File: config.mk
export PLATFORM = sky130hd
export DESIGN_NAME = access_credential_table_core_flat
export DESIGN_NICKNAME = d
export VERILOG_FILES = /design/src/act_pkg.sv /design/src/act_if.sv /design/src/act_cell.sv /design/src/act_ctrl.sv /design/src/access_credential_table_core.sv /design/src/flat_wrapper.sv
export VERILOG_INCLUDE_DIRS = /design/src /design/src/src
export SDC_FILE = /design/constraint.sdc
export NUM_CORES = 2
export LEC_CHECK = 0
export ABC_AREA = 0
export BUFFER_PORTS_ARGS = -buffer_cell sky130_fd_sc_hd__buf_2
export CAP_MARGIN = 0
export CORE_MARGIN = 4
export CORE_UTILIZATION = 30
export DETAILED_ROUTE_END_ITERATION = 8
export GPL_TIMING_DRIVEN = 0
export PLACE_DENSITY = 0.46
export SYNTH_ARGS = -nofsm -noshare
export SYNTH_HDL_FRONTEND = slang
export SYNTH_SLANG_ARGS = --single-unit
export TNS_END_PERCENT = 20
File: constraint.sdc
create_clock -name clk -period 10.2 [get_ports clk]
set_input_delay 0 -clock clk [delete_from_list [all_inputs] [get_ports clk]]
set_output_delay 0 -clock clk [all_outputs]
set_load 0.05 [all_outputs]
File: src/access_credential_table_core_assert.svh
`ifndef ACCESS_CREDENTIAL_TABLE_CORE_ASSERT_SVH
`define ACCESS_CREDENTIAL_TABLE_CORE_ASSERT_SVH

// same-cycle implication, checked outside reset
`define ACT_ASSERT_NOW(lbl, ante, cons, msg) \
  lbl: assert property (@(posedge clk) disable iff (rst) (ante) |-> (cons)) else $error(msg);

// next-cycle implication, checked outside reset
`define ACT_ASSERT_NEXT(lbl, ante, cons, msg) \
  lbl: assert property (@(posedge clk) disable iff (rst) (ante) |=> (cons)) else $error(msg);

`endif

File: src/act_pkg.sv
package act_pkg;

  localparam int ENTRIES_DEF = 16;

  localparam logic [7:0]  EMPTY_BYTE  = 8'hFF;
  localparam logic [7:0]  CHAR_ZERO   = 8'h30;
  localparam logic [7:0]  CHAR_ONE    = 8'h31;
  localparam logic [31:0] ADMIN_RESET = 32'h3030_3030;

  typedef enum logic [2:0] {
    OP_ENROLL = 3'd0,
    OP_REMOVE = 3'd1,
    OP_TOGGLE = 3'd2,
    OP_QUERY  = 3'd3,
    OP_CLASS  = 3'd4,
    OP_CLEAR  = 3'd5
  } op_t;

  localparam logic [1:0] OUT_OK        = 2'd0;
  localparam logic [1:0] OUT_NOT_FOUND = 2'd1;
  localparam logic [1:0] OUT_FULL      = 2'd2;
  localparam logic [1:0] OUT_EXISTS    = 2'd3;

  localparam logic [1:0] ROLE_ADMIN   = 2'd0;
  localparam logic [1:0] ROLE_KNOWN   = 2'd1;
  localparam logic [1:0] ROLE_UNKNOWN = 2'd2;

  typedef struct packed {
    logic [7:0]  id;
    logic [7:0]  status;
    logic [31:0] code;
  } row_t;

  localparam row_t EMPTY_ROW = '{id: 8'hFF, status: 8'hFF, code: 32'hFFFF_FFFF};

  typedef struct packed {
    logic [1:0] outcome;
    logic [1:0] role;
    logic [7:0] status_value;
    logic [3:0] slot;
    logic [7:0] user_id;
  } rsp_t;

endpackage

File: src/act_if.sv
interface act_req_if;
  logic        valid;
  logic        ready;
  logic [2:0]  op;
  logic [31:0] code;

  modport source (output valid, output op, output code, input ready);
  modport sink   (input valid, input op, input code, output ready);
endinterface

interface act_rsp_if;
  logic       valid;
  logic       ready;
  logic [1:0] outcome;
  logic [1:0] role;
  logic [7:0] status_value;
  logic [3:0] slot;
  logic [7:0] user_id;

  modport source (output valid, output outcome, output role, output status_value,
                  output slot, output user_id, input ready);
  modport sink   (input valid, input outcome, input role, input status_value,
                  input slot, input user_id, output ready);
endinterface

interface act_cfg_if;
  logic        valid;
  logic        ready;
  logic [31:0] data;

  modport source (output valid, output data, input ready);
  modport sink   (input valid, input data, output ready);
endinterface

File: src/act_cell.sv
module act_cell (
  input  logic         clk,
  input  logic         rst,
  input  logic         shift,
  input  act_pkg::row_t d,
  output act_pkg::row_t q
);
  import act_pkg::*;

  always_ff @(posedge clk) begin
    if (rst) begin
      q <= EMPTY_ROW;
    end else if (shift) begin
      q <= d;
    end
  end

endmodule

File: src/act_ctrl.sv
module act_ctrl #(
  parameter int ENTRIES = act_pkg::ENTRIES_DEF
) (
  input  logic          clk,
  input  logic          rst,
  input  logic          req_valid,
  output logic          req_ready,
  input  logic [2:0]    req_op,
  input  logic [31:0]   req_code,
  input  logic [31:0]   admin_code,
  input  act_pkg::row_t head,
  output act_pkg::row_t wb,
  output logic          shift,
  output logic          rsp_valid,
  input  logic          rsp_ready,
  output act_pkg::rsp_t rsp
);
  import act_pkg::*;

  localparam int IDX_W = $clog2(ENTRIES);
  localparam logic [IDX_W-1:0] LAST = IDX_W'(ENTRIES - 1);

  typedef enum logic [2:0] {S_IDLE, S_WALK, S_DECIDE, S_FILL, S_FINISH} state_t;

  state_t           state;
  op_t              op_r;
  logic [31:0]      code_r;
  logic [IDX_W-1:0] step;
  logic             found_m;
  logic             found_e;
  logic [IDX_W-1:0] m_idx;
  logic [IDX_W-1:0] e_idx;
  logic [7:0]       m_id;
  logic [7:0]       m_status;
  logic [7:0]       e_id;
  logic [7:0]       last_id;
  rsp_t             res;
  rsp_t             res_next;
  logic             fill_row;
  logic             hit;
  logic             empty_hit;

  assign req_ready = (state == S_IDLE);
  assign shift     = (state == S_WALK) || (state == S_FILL);

  always_comb begin
    hit       = (head.id != EMPTY_BYTE) && (head.code == code_r) && !found_m;
    empty_hit = (head.id == EMPTY_BYTE) && !found_e;
    wb        = head;
    if (state == S_WALK) begin
      if (op_r == OP_CLEAR) begin
        wb = EMPTY_ROW;
      end else if (hit && op_r == OP_REMOVE) begin
        wb = EMPTY_ROW;
      end else if (hit && op_r == OP_TOGGLE) begin
        if (head.status == CHAR_ZERO) begin
          wb.status = CHAR_ONE;
        end else if (head.status == CHAR_ONE) begin
          wb.status = CHAR_ZERO;
        end
      end
    end else if (state == S_FILL && step == e_idx) begin
      wb = '{id: e_id, status: CHAR_ONE, code: code_r};
    end
  end

  // result of a finished walk, and whether an enroll needs the fill pass
  always_comb begin
    res_next = '0;
    fill_row = 1'b0;
    case (op_r)
      OP_ENROLL: begin
        if (!found_e) begin
          res_next.outcome = OUT_FULL;
        end else if (found_m && code_r != admin_code) begin
          res_next.outcome      = OUT_EXISTS;
          res_next.status_value = m_status;
          res_next.slot         = 4'(m_idx);
          res_next.user_id      = m_id;
        end else begin
          res_next.status_value = CHAR_ONE;
          res_next.slot         = 4'(e_idx);
          res_next.user_id      = e_id;
          fill_row              = 1'b1;
        end
      end
      OP_REMOVE, OP_TOGGLE, OP_QUERY: begin
        if (found_m) begin
          res_next.status_value = m_status;
          res_next.slot         = 4'(m_idx);
          res_next.user_id      = m_id;
        end else begin
          res_next.outcome = OUT_NOT_FOUND;
        end
      end
      OP_CLASS: begin
        if (code_r == admin_code) begin
          res_next.role = ROLE_ADMIN;
        end else if (found_m) begin
          res_next.role         = ROLE_KNOWN;
          res_next.status_value = m_status;
          res_next.slot         = 4'(m_idx);
          res_next.user_id      = m_id;
        end else begin
          res_next.outcome = OUT_NOT_FOUND;
          res_next.role    = ROLE_UNKNOWN;
        end
      end
      default: ;
    endcase
  end

  always_ff @(posedge clk) begin
    if (rst) begin
      state     <= S_IDLE;
      rsp_valid <= 1'b0;
    end else begin
      if (state == S_FINISH && (!rsp_valid || rsp_ready)) begin
        rsp_valid <= 1'b1;
      end else if (rsp_ready) begin
        rsp_valid <= 1'b0;
      end
      case (state)
        S_IDLE: begin
          if (req_valid) begin
            op_r    <= op_t'(req_op);
            code_r  <= req_code;
            step    <= '0;
            found_m <= 1'b0;
            found_e <= 1'b0;
            last_id <= EMPTY_BYTE;
            state   <= S_WALK;
          end
        end
        S_WALK: begin
          last_id <= head.id;
          if (hit) begin
            found_m  <= 1'b1;
            m_idx    <= step;
            m_id     <= head.id;
            m_status <= wb.status;
          end
          if (empty_hit) begin
            found_e <= 1'b1;
            e_idx   <= step;
            // row 0 starts the id sequence, later rows follow their predecessor
            e_id    <= (step == '0) ? CHAR_ONE : 8'(last_id + 8'd1);
          end
          if (step == LAST) begin
            step  <= '0;
            state <= S_DECIDE;
          end else begin
            step <= step + IDX_W'(1);
          end
        end
        S_DECIDE: begin
          res   <= res_next;
          state <= fill_row ? S_FILL : S_FINISH;
        end
        S_FILL: begin
          if (step == LAST) begin
            step  <= '0;
            state <= S_FINISH;
          end else begin
            step <= step + IDX_W'(1);
          end
        end
        S_FINISH: begin
          if (!rsp_valid || rsp_ready) begin
            rsp   <= res;
            state <= S_IDLE;
          end
        end
        default: state <= S_IDLE;
      endcase
    end
  end

`include "access_credential_table_core_assert.svh"

  `ACT_ASSERT_NEXT(a_accept_walk, req_valid && req_ready, state == S_WALK, "no walk after accept")
  `ACT_ASSERT_NOW(a_idle_no_shift, req_ready, !shift, "ring moved while idle")
  `ACT_ASSERT_NEXT(a_full_no_fill, state == S_DECIDE && !found_e, state == S_FINISH, "fill on full")
  `ACT_ASSERT_NEXT(a_walk_aligned, state == S_DECIDE, step == '0, "ring misaligned")

endmodule

File: src/access_credential_table_core.sv
// Flow: an accepted transaction walks one full rotation of the row ring before its result
//   is valid; an enroll that writes a row takes a second ring rotation to land the new row.
// Throughput: one transaction in flight; the next is taken the cycle after the result
//   is loaded into the output register. Set by the rotation of the row ring.
// Reset: all rows empty (every byte 0xFF) at once, admin code 0x30303030, no result.
module access_credential_table_core #(
  parameter int ENTRIES = act_pkg::ENTRIES_DEF
) (
  input logic        clk,
  input logic        rst,
  act_req_if.sink    req,
  act_rsp_if.source  rsp,
  act_cfg_if.sink    cfg
);
  import act_pkg::*;

  logic [31:0] admin_code;
  row_t        rows [ENTRIES];
  row_t        wb;
  logic        shift;
  rsp_t        rsp_d;

  assign cfg.ready = 1'b1;

  always_ff @(posedge clk) begin
    if (rst) begin
      admin_code <= ADMIN_RESET;
    end else if (cfg.valid) begin
      admin_code <= cfg.data;
    end
  end

  // row 0 sits at the head; the ring rotates toward it, the head row re-enters at the tail
  for (genvar i = 0; i < ENTRIES; i++) begin : g_ring
    if (i == ENTRIES - 1) begin : g_tail
      act_cell u_cell (.clk(clk), .rst(rst), .shift(shift), .d(wb), .q(rows[i]));
    end else begin : g_body
      act_cell u_cell (.clk(clk), .rst(rst), .shift(shift), .d(rows[i+1]), .q(rows[i]));
    end
  end

  act_ctrl #(.ENTRIES(ENTRIES)) u_ctrl (
    .clk        (clk),
    .rst        (rst),
    .req_valid  (req.valid),
    .req_ready  (req.ready),
    .req_op     (req.op),
    .req_code   (req.code),
    .admin_code (admin_code),
    .head       (rows[0]),
    .wb         (wb),
    .shift      (shift),
    .rsp_valid  (rsp.valid),
    .rsp_ready  (rsp.ready),
    .rsp        (rsp_d)
  );

  assign rsp.outcome      = rsp_d.outcome;
  assign rsp.role         = rsp_d.role;
  assign rsp.status_value = rsp_d.status_value;
  assign rsp.slot         = rsp_d.slot;
  assign rsp.user_id      = rsp_d.user_id;

endmodule
File: src/flat_wrapper.sv
// flat-port wrapper written by rule: the top's interface ports become plain ports
module access_credential_table_core_flat import act_pkg::*;
#(
  parameter int ENTRIES = act_pkg::ENTRIES_DEF
)
  (clk, rst, req_valid, req_op, req_code, req_ready, rsp_valid, rsp_outcome, rsp_role, rsp_status_value, rsp_slot, rsp_user_id, rsp_ready, cfg_valid, cfg_data, cfg_ready);
  act_req_if req_i ();
  act_rsp_if rsp_i ();
  act_cfg_if cfg_i ();
  input logic clk;
  input logic rst;
  input wire logic [$bits(req_i.valid)-1:0] req_valid;
  input wire logic [$bits(req_i.op)-1:0] req_op;
  input wire logic [$bits(req_i.code)-1:0] req_code;
  output wire logic [$bits(req_i.ready)-1:0] req_ready;
  output wire logic [$bits(rsp_i.valid)-1:0] rsp_valid;
  output wire logic [$bits(rsp_i.outcome)-1:0] rsp_outcome;
  output wire logic [$bits(rsp_i.role)-1:0] rsp_role;
  output wire logic [$bits(rsp_i.status_value)-1:0] rsp_status_value;
  output wire logic [$bits(rsp_i.slot)-1:0] rsp_slot;
  output wire logic [$bits(rsp_i.user_id)-1:0] rsp_user_id;
  input wire logic [$bits(rsp_i.ready)-1:0] rsp_ready;
  input wire logic [$bits(cfg_i.valid)-1:0] cfg_valid;
  input wire logic [$bits(cfg_i.data)-1:0] cfg_data;
  output wire logic [$bits(cfg_i.ready)-1:0] cfg_ready;
  assign req_i.valid = req_valid;
  assign req_i.op = req_op;
  assign req_i.code = req_code;
  assign req_ready = req_i.ready;
  assign rsp_valid = rsp_i.valid;
  assign rsp_outcome = rsp_i.outcome;
  assign rsp_role = rsp_i.role;
  assign rsp_status_value = rsp_i.status_value;
  assign rsp_slot = rsp_i.slot;
  assign rsp_user_id = rsp_i.user_id;
  assign rsp_i.ready = rsp_ready;
  assign cfg_i.valid = cfg_valid;
  assign cfg_i.data = cfg_data;
  assign cfg_ready = cfg_i.ready;
  access_credential_table_core #(.ENTRIES(ENTRIES)) u_core (.clk(clk), .rst(rst), .req(req_i), .rsp(rsp_i), .cfg(cfg_i));
endmodule
==> key figures <==
STA
  – Total negative setup slack: 0 ns
  – Finish-stage setup viols: 0
  – Shortest period the worst path allows: just under 4 ns
  – Hold slack: 0.0659 ns
  – Max Slew Vio Count: 0
  – Relative slew slack: under 10%
  – Tightest Pin Transition: approximately 1.4 ns
  – Setup repair after global routing missed its margin: no
  – Final number of hold-violating endpoints: 0
  – Worst Clk Skew: about 0.021 ns
  – Period utilisation layout: around two fifths
  – Achievable frequency: ~260 MHz

Floorplanning
  – Die Area: approximately 0.12 mm^2
  – Boundary Pins: between 90 and 100
  – Width of the chip: 340 um
  – Die H: between 300 and 400 um
  – Placeable core region: 0.109 mm^2
  – Count of standard-cell rows: about 120
  – Initial core utilization: between 30 and 40%

Final layout
  – Fin nets: roughly 4200
  – Final core area utilization: roughly 36%
  – Fraction of final layout cells sized beyond drive strength 1: 6.66%
  – Layout overhead on the synthesized area: 19.5%
  – Final non-filler cell total: roughly 5700
  – Number of diodes: 0

Synthesis
  – Seq/Total Area, Yosys: 60.2%
  – Yosys warning count: 0
  – Mux cell area share after synthesis: under 10%
  – Xor/xnor cell area share of the yosys netlist: about 2%
  – Count of flip-flops with a built-in enable after synthesis: about 130
  – Synthesized cell area: ~0.033 mm^2
  – Post-synthesis instance total: approximately 3800
  – Simple-gate area share of the yosys netlist: between 30% and 40%
  – Dominant combinational cell family by area after synthesis: simple AND/OR/NAND/NOR gates
  – Number of different library cells in the post-synthesis netlist: between 50 and 60
  – FFs w/ async S/R, synth: 0%
  – Adder and majority gate portion of the synthesized area: less than 1%
  – Register bit count reported by yosys: about 930
  – Per-instance average area after synthesis: between 8 and 9 um^2
  – Main flop type after synthesis: sky130_fd_sc_hd__dfxtp_1
  – Top area cells in the synthesized netlist: sky130_fd_sc_hd__dfxtp_1, sky130_fd_sc_hd__nand2_1, sky130_fd_sc_hd__edfxtp_1, sky130_fd_sc_hd__nand3_1, sky130_fd_sc_hd__clkbuf_1
  – Cell type contributing the most total cell area after synthesis: sky130_fd_sc_hd__dfxtp_1
  – Total nets after synthesis: between 3000 and 4000
  – Post-synth top area share: 48.5%
  – Synthesized-area fraction occupied by ao, oa, aoi and oai cells: under 10%

Setup path
  – Reg2reg setup slack: around 6.3 ns
  – Setup crit start kind: flop
  – Startpoint of the most critical register-to-register path: u_core.u_ctrl.state[2]$_SDFFE_PP0P_
  – Endpoint required time on the critical path: 10.80 ns
  – Critical path origin: u_core.u_ctrl.state[2]$_SDFFE_PP0P_
  – Reg-to-reg critical path endpoint: u_core.g_ring[10].g_body.u_cell.q[7]$_SDFFE_PP1N_
  – Worst-case reg-to-reg path depth: 7
  – Worst setup path category: flop to flop
  – Worst Setup End Kind: flop
  – Worst Path Max Fanout: 10
  – Crit path arrival time: between 4 and 5 ns

Clock tree
  – Max Buffers Root-to-Sink: 3
  – Number of sinks on the clock net: 933
  – Clock latency on the worst-skew pair: between 0.6 and 0.7 ns
  – Root buffer selected by CTS: sky130_fd_sc_hd__clkbuf_16
  – Number of buffers created by CTS: 99
  – Number of setup buffers added after CTS: 0
  – Clock slew at the register clock pins of the worst setup and hold paths: roughly 0.06 ns
  – Number of H-tree branching levels: 3
  – CTS tree: yes

Min path
  – Type of the tightest min-delay check: input pin to flop
  – Source of the worst hold timing path: req_op[0]
  – Depth of the worst hold-timing path: 2
  – Worst Hold Path EP: u_core.u_ctrl.op_r[0]$_DFFE_PP_

Placed design
  – Placed wire-length estimate after detailed placement: between 70000 and 80000 um
  – Final weighted congestion in routability-driven placement: 0.829
  – Number of buffer cells added on primary ports: between 90 and 100
  – Cell count after placement: roughly 5400

Power and ir drop
  – Lkg Pwr: around 0.018 uW
  – Power density normalized to cell area: between 200 and 250 mW/mm^2
  – Worst supply voltage drop on vdd: between 0.0001 and 0.00015 V

Global routing
  – Overall routing resource usage: between 10% and 20%
  – Pin count of the biggest net entering global routing: 35
  – Final global-route overflow total: 0
  – Antenna violations before repair: 2
  – Global-route wire length before repair: 155000 um
  – Via count of the first global-routing pass: ~25000

Route
  – Total detailed-routing wirelength: 101000 um
  – Average wire per standard cell: ~18 um
  – Drt drc: 0
  – DRT iter0 DRCs: around 1700
  – Iteration count of the initial detailed-routing pass: 5
  – Antenna-violating nets left: 0
  – Via density: around 4.6
  – Via Count: roughly 26000

Status
  – Run status: complete, no violations

Run
  – Max Cap Violations: 0
==> where the power goes <==
group / total [uW] / internal [uW] / switching (uW)
registers: 4220 / 4020 / 200
logic: 950 / 329 / 620
clock network: 3680 / 2190 / 1490
==> placed cells by master (no fill, tap or decap), types with 35 or more instances in the layout <==
| cell type | count |
|---|---|
| sky130_fd_sc_hd__a21oi_1 | 35 |
| sky130_fd_sc_hd__buf_2 | 97 |
| sky130_fd_sc_hd__clkbuf_1 | 284 |
| sky130_fd_sc_hd__clkbuf_16 | 104 |
| sky130_fd_sc_hd__dfxtp_1 | 804 |
| sky130_fd_sc_hd__dlygate4sd3_1 | 71 |
| sky130_fd_sc_hd__edfxtp_1 | 129 |
| sky130_fd_sc_hd__mux2i_1 | 72 |
| sky130_fd_sc_hd__nand2_1 | 1478 |
| sky130_fd_sc_hd__nand3_1 | 729 |
| sky130_fd_sc_hd__nor2_1 | 76 |
| sky130_fd_sc_hd__xor2_1 | 71 |
==> cells in the mapped netlist, types with 9 or more instances <==
library cell / n
sky130_fd_sc_hd__clkbuf_1: 260
sky130_fd_sc_hd__nor3_1: 14
sky130_fd_sc_hd__a22o_1: 12
sky130_fd_sc_hd__nand3_1: 729
sky130_fd_sc_hd__a21oi_1: 35
sky130_fd_sc_hd__buf_1: 12
sky130_fd_sc_hd__nor2_1: 76
sky130_fd_sc_hd__mux2i_1: 72
sky130_fd_sc_hd__nor4_1: 28
sky130_fd_sc_hd__a21oi_2: 10
sky130_fd_sc_hd__dfxtp_1: 804
sky130_fd_sc_hd__or3_1: 9
sky130_fd_sc_hd__edfxtp_1: 129
sky130_fd_sc_hd__nand2_1: 1478
sky130_fd_sc_hd__xor2_1: 71
==> per-stage QoR <==
step                setup WS [ns]  cell area, um^2  power [uW]
detailed placement           6.15            35600        5230
CTS                          6.14            39600        8950
global placement             5.34            35500        5230
finish                       6.30            39600        8850
global route                 6.10            39600        9260
floorplan                    6.69            33200        4870
==> routing by layer <==
metal  track usage [%]  part of all wire [%]  vias to the layer above
li1                  -                     -                    13200
met2              28.4                    46                      427
met3              2.30                   3.6                      115
met4              4.50                   2.0                        0
met1              23.6                    48                    12100
met5                 0                     0                        -
==> flip-flops by register name, summed over array words and instances (netlist names), 3 cells and up <==
name                           count
u_core.u_ctrl.op_r                 3
u_core.u_ctrl.code_r              32
u_core.u_ctrl.state                3
u_core.g_ring.g_body.u_cell.q    720
u_core.g_ring.g_tail.u_cell.q     48
u_core.u_ctrl.m_id                 8
u_core.u_ctrl.m_idx                4
u_core.u_ctrl.m_status             8
u_core.admin_code                 32
u_core.u_ctrl.e_idx                4
u_core.u_ctrl.rsp                 24
u_core.u_ctrl.last_id              8
u_core.u_ctrl.step                 4
u_core.u_ctrl.res                 24
u_core.u_ctrl.e_id                 8
==> worst max-delay path, cell delays in order, from the launching register on <==
cell and delay, ns:
sky130_fd_sc_hd__dfxtp_1 0.39, sky130_fd_sc_hd__nor2b_1 0.13, sky130_fd_sc_hd__clkbuf_1 0.42, sky130_fd_sc_hd__clkbuf_1 0.86, sky130_fd_sc_hd__clkbuf_1 1.10, sky130_fd_sc_hd__clkbuf_1 0.62
sky130_fd_sc_hd__nand2_1 0.18, sky130_fd_sc_hd__nand3_1 0.12
==> worst max-delay path by stage <==
stage | cells after the start | end | slack, ns
2_1_floorplan | 3 | u_core.u_ctrl.res[0]$_DFFE_PP_ | 6.69
3_3_place_gp | 3 | u_core.u_ctrl.res[1]$_DFFE_PP_ | 5.34
3_5_place_dp | 7 | u_core.g_ring[10].g_body.u_cell.q[7]$_SDFFE_PP1N_ | 6.15
4_1_cts | 7 | u_core.g_ring[10].g_body.u_cell.q[7]$_SDFFE_PP1N_ | 6.14
5_1_grt | 7 | u_core.g_ring[10].g_body.u_cell.q[7]$_SDFFE_PP1N_ | 6.10
6_report | 7 | u_core.g_ring[10].g_body.u_cell.q[7]$_SDFFE_PP1N_ | 6.30
==> what timing repair did <==
action / CTS / global route
gates resized for setup: 0 / 0
hold buffers: 71 / 0
hold endpoints to repair: 77 / 0
==> cells by family after synthesis <==
family / after synthesis
adder cells (fa/ha/maj): 3
buffers and inverters: 284
other: 1
AO/OA/AOI/OAI: 90
flip-flops: 933
XOR/XNOR: 76
multiplexers: 72
AND/OR/NAND/NOR: 2374
==> cell type report <==
cell class	instances	area (um^2)
tap	1476	1850
inverter	8	30.0
buffer	276	1060
clock buffer	153	3040
fill	11500	69700
clock inverter	29	299
sequential	933	20000
timing repair buffer	174	1260
multi-input combinational	2616	12100
Power figures use the tool's default switching activity.
